<file path="config.mk">
export PLATFORM = sky130hd
export DESIGN_NAME = fth_front
export DESIGN_NICKNAME = d
export VERILOG_FILES = /design/src/design/fth_pkg.sv /design/src/design/fth_front.sv
export SDC_FILE = /design/constraint.sdc
export NUM_CORES = 1
export LEC_CHECK = 0
export ABC_CLOCK_PERIOD_IN_PS = 6200
export BUFFER_PORTS_ARGS = -buffer_cell sky130_fd_sc_hd__buf_2
export CAP_MARGIN = 30
export CORE_ASPECT_RATIO = 1.2
export CORE_MARGIN = 5
export CORE_UTILIZATION = 31
export DETAILED_ROUTE_END_ITERATION = 8
export HOLD_SLACK_MARGIN = 0.15
export PLACE_DENSITY_LB_ADDON = 0.3
export RECOVER_POWER = 100
export SLEW_MARGIN = 20
export SYNTH_ARGS = -nofsm -noshare
export SYNTH_HDL_FRONTEND = slang
export SYNTH_SLANG_ARGS = --single-unit
</file>
<file path="constraint.sdc">
create_clock -name clock -period 6.2 [get_ports clock]
set_input_delay 1.24 -clock clock [delete_from_list [all_inputs] [get_ports clock]]
set_output_delay 1.24 -clock clock [all_outputs]
set_load 0.03 [all_outputs]
</file>
<file path="src/design/fth_pkg.sv">
// fth_pkg: shared types and constants for the folding time histogram
// no dependencies
`default_nettype none
package fth_pkg;
   localparam int TsW    = 48;
   localparam int ValW   = 32;
   localparam int QbW    = 5;
   localparam int SumW   = 56;
   localparam int CntW   = 32;
   localparam int WidW   = 56;
   localparam int CsrAw  = 4;
   localparam int CsrDw  = 64;

   localparam logic [CsrAw-1:0] RegStartTime = 4'd0;
   localparam logic [CsrAw-1:0] RegInitWidth = 4'd8;

   localparam logic OpSample = 1'b0;
   localparam logic OpQuery  = 1'b1;

   localparam logic StatOk    = 1'b0;
   localparam logic StatEarly = 1'b1;

   // classified item handed from front to back
   typedef struct packed {
      logic            op;
      logic            early;
      logic [TsW-1:0]  offset;
      logic [ValW-1:0] value;
      logic [QbW-1:0]  qbin;
   } cmd_type;

   typedef struct packed {
      logic            status;
      logic [QbW-1:0]  bin_index;
      logic [SumW-1:0] bin_sum;
      logic [CntW-1:0] bin_count;
      logic [CntW-1:0] bin_mean;
      logic [WidW-1:0] current_width;
   } rsp_type;
endpackage
`default_nettype wire

</file>
<file path="src/design/fth_front.sv">
// fth_front: accepts items, checks timestamp against start, forms offset, two-entry queue
// depends on fth_pkg
`default_nettype none
module fth_front import fth_pkg::*; (
   input  wire logic            clock,
   input  wire logic            reset,
   input  wire logic [TsW-1:0]  start_time,
   input  wire logic            in_valid,
   output logic                 in_ready,
   input  wire logic            in_op,
   input  wire logic [TsW-1:0]  in_timestamp,
   input  wire logic [ValW-1:0] in_value,
   input  wire logic [QbW-1:0]  in_qbin,
   output logic                 cmd_valid,
   input  wire logic            cmd_ready,
   output cmd_type              cmd
);
   cmd_type    q_ff [2];
   cmd_type    q_in;
   logic       wp_ff, rp_ff;
   logic [1:0] cnt_ff;
   logic       push, pop;

   assign in_ready  = (cnt_ff != 2'd2);
   assign cmd_valid = (cnt_ff != 2'd0);
   assign cmd       = q_ff[rp_ff];
   assign push      = in_valid && in_ready;
   assign pop       = cmd_valid && cmd_ready;

   // classify
   always_comb begin
      q_in.op     = in_op;
      q_in.early  = (in_op == OpSample) && (in_timestamp < start_time);
      q_in.offset = in_timestamp - start_time;
      q_in.value  = in_value;
      q_in.qbin   = in_qbin;
   end

   // queue storage
   always_ff @(posedge clock) begin
      if (push) q_ff[wp_ff] <= q_in;
   end

   // queue pointers
   always_ff @(posedge clock) begin
      if (reset) begin
         wp_ff  <= 1'b0;
         rp_ff  <= 1'b0;
         cnt_ff <= 2'd0;
      end else begin
         if (push) wp_ff <= ~wp_ff;
         if (pop) rp_ff <= ~rp_ff;
         cnt_ff <= cnt_ff + {1'b0, push} - {1'b0, pop};
      end
   end
endmodule
`default_nettype wire

</file>
Word level (Yosys, flattened, before mapping)
Memory sizes are Yosys's and may differ from the RTL's. A register that Yosys moved wholly into a read port is not among the register bits.
Cells that the tools add are included.
W data, S select, Z words.

storage, ports and cells
  bits in registers = 4
  bits of input ports = 138
  memories kept = 1
  output and inout bits = 89
  memory bits (writable) = 174

cells by class
  bitwise gates (word level) = 3
  mux-type cells = 4
  magnitude comparators = 1
  add/sub/neg operators = 3
  equal/unequal tests = 1
  reductions and logical operators = 4

memories
  name  words  width  read ports  clocked after Yosys merged registers in  write ports  RTL line         text
  q_ff  2      87     1           1                                        1            fth_front.sv:18  cmd_type q_ff [2];

operators by type and width
  cell                  number
  $lt A48 B48 Y1        1
  $sub A48 B48 Y48      1
  $mux W1               4
  $logic_and A1 B1 Y1   3
  $not A1 Y1            3
  $add A2 B1 Y2         1
  $ne A2 B2 Y1 const B  1
  $reduce_bool A2 Y1    1
  $sub A2 B1 Y2         1

Longest topological paths before layout
  depth in word-level cells = 4
  mapped depth = 12
  gate-level depth less buffers = 12

Worst setup path before layout
OpenSTA, ideal clock, no wires.

  kind = input-to-reg
  start point = input in_valid
  end point = memory q_ff[0][0] (netlist name), enable pin
  buffers on the path = 0
  required time = 5.667 ns
  stages on the path = 2
  arrival = 4.970 ns
  slack = 0.696 ns
  setup time = 0.533 ns
  cells stage by stage = nand2_1 > nor2_1

between the ends
  longest elaborated chain between the ends = 3

RTL lines
  what                           RTL line         text
  start, declared                fth_front.sv:8   input wire logic in_valid,
  $logic_and A1 B1 Y1            fth_front.sv:27  assign push = in_valid && in_ready;
  $mux W1                        fth_front.sv:41  if (push) q_ff[wp_ff] <= q_in;
  $mux W1 (implied by the code)  fth_front.sv:41
  end, declared                  fth_front.sv:18

Every way passes these cells.

==> results.ini <==
[flow_run]
cap_violations=3

[min_path]
hold_depth=2
hold_path_class=register to register
hp-start=rp_ff

[critical_path]
critPathMaxStageDelay_ns=1.22
path_common_cell=clkbuf_1
reg2reg_from=cnt_ff[0]
r2r_slack_ns=2.00
critPathKind=register to output pin
reg2reg_depth=5
crit_path_cell_trace=clkbuf_1, mux2_2, clkbuf_1
cp_max_fo=63
critPathCaptureType=output pin
arrival_ns=3.43
critPathSlowestCell=clkbuf_1
r2r_end=q_ff[0][76]
cp.required_ns=4.96
start_kind=register

[sta]
rsz0062_at_grt=false
max-slew-margin-rel_pct=-67.60
fin_crit_ns=4.667
whs_ns=0.5110
fmax_mhz=214.3
setup_tns_ns=0
finalClockSkew_ns=0.009464
slew_viol_final=104
worstMarginPinSlew_ns=2.514
layout_setup_ws_ns=1.533
final_hold_viol_count=0
fin_crit_sh_pct=75.27
setup_violations=0

[finish]
antennaDiodeCount=0
synthToLayoutAreaGrowth_pct=21.73
nets=1131
drive_gt1_share_pct=25.65

[power]
pwr-share-clk_pct=26.4
leakage_nw=4.460
p_switching_mw=1.483
intPower_mw=2.695
vdd_drop_max_mv=0.1677
sequentialPowerShare_pct=40.7
switching_share_pct=35.50
comb_power_share_pct=32.9
powerDensity_nw_per_um2=370.5

[placed_design]
dpl.hpwl_mm=16.07
dp_worst_setup_slack_ns=1.707
port_buffers=226
routabilityCongestion=0.7946

[yosys]
synthCells=713
ys_top_cells_by_area=edfxtp_1 56%, mux2_2 11%, ha_1 6.8%, xnor2_1 2.5%, inv_1 2.4%
synth.distinct_cells=55
synth_seq_area_share_pct=57.48
syn-num-nets=902
yosysTopAreaCell=edfxtp_1
yosysMostFrequentCell=edfxtp_1
synth_edf_count=174
async_flop_share_pct=0
yosys-top-cells-count=174 x edfxtp_1, 87 x mux2_2, 58 x inv_1, 50 x ha_1, 39 x a21oi_1
synthFlopType=edfxtp_1
avgSynthCellArea_um2=12.99
yosys_warnings=0
synth_area_um2=9264
synth.top_cell.area_share_pct=56.40
synth_seq_cells=179

[clock_network]
hold_buffers=0
clk-insertion-delay-late_ns=0.43
cts_tree=yes
clock_sinks=179
cts-resized-gates=0
clockBufferDepth=2
cts_inserted_buffers=17
root_buffer=clkbuf_16
clk_pin_slew_ns=0.06
cts_setup_buffers=0
cts_htree_levels=4

[global_routing]
grt_pass1_vias=6499
grt_max_degree=64
track_usage_pct=12.89
gr-total-overflow=0
grt_antenna_before_repair=0
grt_pass1_wl_mm=33.93

[floorplanning]
coreArea_um2=29530
rows=69
fp.dieArea_um2=33450
initial_core_util_pct=31.38
die_h_um=199.4
ios=227
die_w_um=167.8

[detailed_routing]
viasPerCell=4.691
drc=0
ant_nets=0
wire_per_inst_um=16.33
via_count=6310
drt_first_iter_violations=290
dr.pass1.iters=5
wl_mm=21.97

[status]
status=finished, violations left
violations=max-capacitance violations, max-slew violations

through the flow:
step	std cells	power [mW]	util, %	area [um^2]
after floorplan	713	2.741	-	9264
after global placement	1313	3.171	36.75	10850
after detailed placement	1313	3.181	36.75	10850
after CTS	1345	4.304	38.80	11450
after global routing	1345	4.408	38.19	11280
final	1345	4.178	38.19	11280
cell type report:
| class | instances | area, um^2 |
|---|---|---|
| fill | 2970 | 18250 |
| sequential | 179 | 5329 |
| inverter | 58 | 217.7 |
| timing repair buffer | 230 | 1033 |
| multi-input combinational | 456 | 3606 |
| tap | 390 | 488.0 |
| clock inverter | 14 | 173.9 |
| clock buffer | 18 | 429.2 |
worst max-delay path, delay by kind of cell, from the launching register on:
kind | cells | cell delay, ns
buf+inv | 2 | 1.60
flops | 1 | 0.92
mux | 1 | 0.37
registers in the layout (all words and copies together) (netlist names), named ones only:
register / cells
q_ff: 174
cnt_ff: 2
rp_ff: 1
wp_ff: 1
routing by layer:
layer / up-vias / wire length [um] / global-route usage [%]
met5: - / 0 / 0
met3: 16 / 871 / 2.414
met1: 3044 / 9423 / 15.57
met2: 140 / 11380 / 23.30
li1: 3110 / - / -
met4: 0 / 290 / 4.089
worst max path at each step:
stage | start | endpoint
floorplan | in_valid | q_ff[0][0]
global placement | start_time[0] | q_ff[0][83]
detailed placement | start_time[0] | q_ff[1][83]
CTS | start_time[0] | q_ff[0][83]
global route | in_valid | q_ff[0][19]
finish | register | cmd[51]
cells in the final DEF, fill, tap and decap left out, drive strengths merged, types with 3 or more instances in the layout:
cell     Yosys  routed
edfxtp     174     174
buf          6     134
clkbuf      14     114
mux2        87      87
inv         58      64
ha          50      50
a21oi       40      40
nand2       37      37
nor2        33      33
xnor2       26      26
a21o        24      24
xor2        20      20
o21ai       18      18
nand3       12      12
nor2b       12      12
o21a         8       8
nand2b       7       7
and3         7       7
a31oi        7       7
nand4        6       6
nor3         6       6
o21bai       6       6
o211ai       5       5
dfxtp        5       5
a211oi       4       4
a31o         4       4
a21boi       4       4
o31ai        4       4
bufinv       0       3
and2         3       3
a2111oi      3       3
clkinv       0       3
cells by family after synthesis:
kind of cell / count (synthesis) / share of synthesized area, %
flops: 179 / 57.48
xor+xnor: 46 / 4.349
buf+inv: 78 / 3.187
compound gates: 139 / 10.45
fa+ha+maj: 51 / 6.969
simple gates: 133 / 6.983
mux: 87 / 10.58
power by group through the flow:
stage               sequential, mW  combinational (mW)  clock (mW)
CTS                           1.70                1.46        1.14
global route                  1.72                1.49        1.19
detailed placement            1.72                1.46           0
finish                        1.70                1.37        1.10
floorplan                     1.67                1.07           0
global placement              1.72                1.46           0
Note: power is estimated with default switching activity, not from simulation.
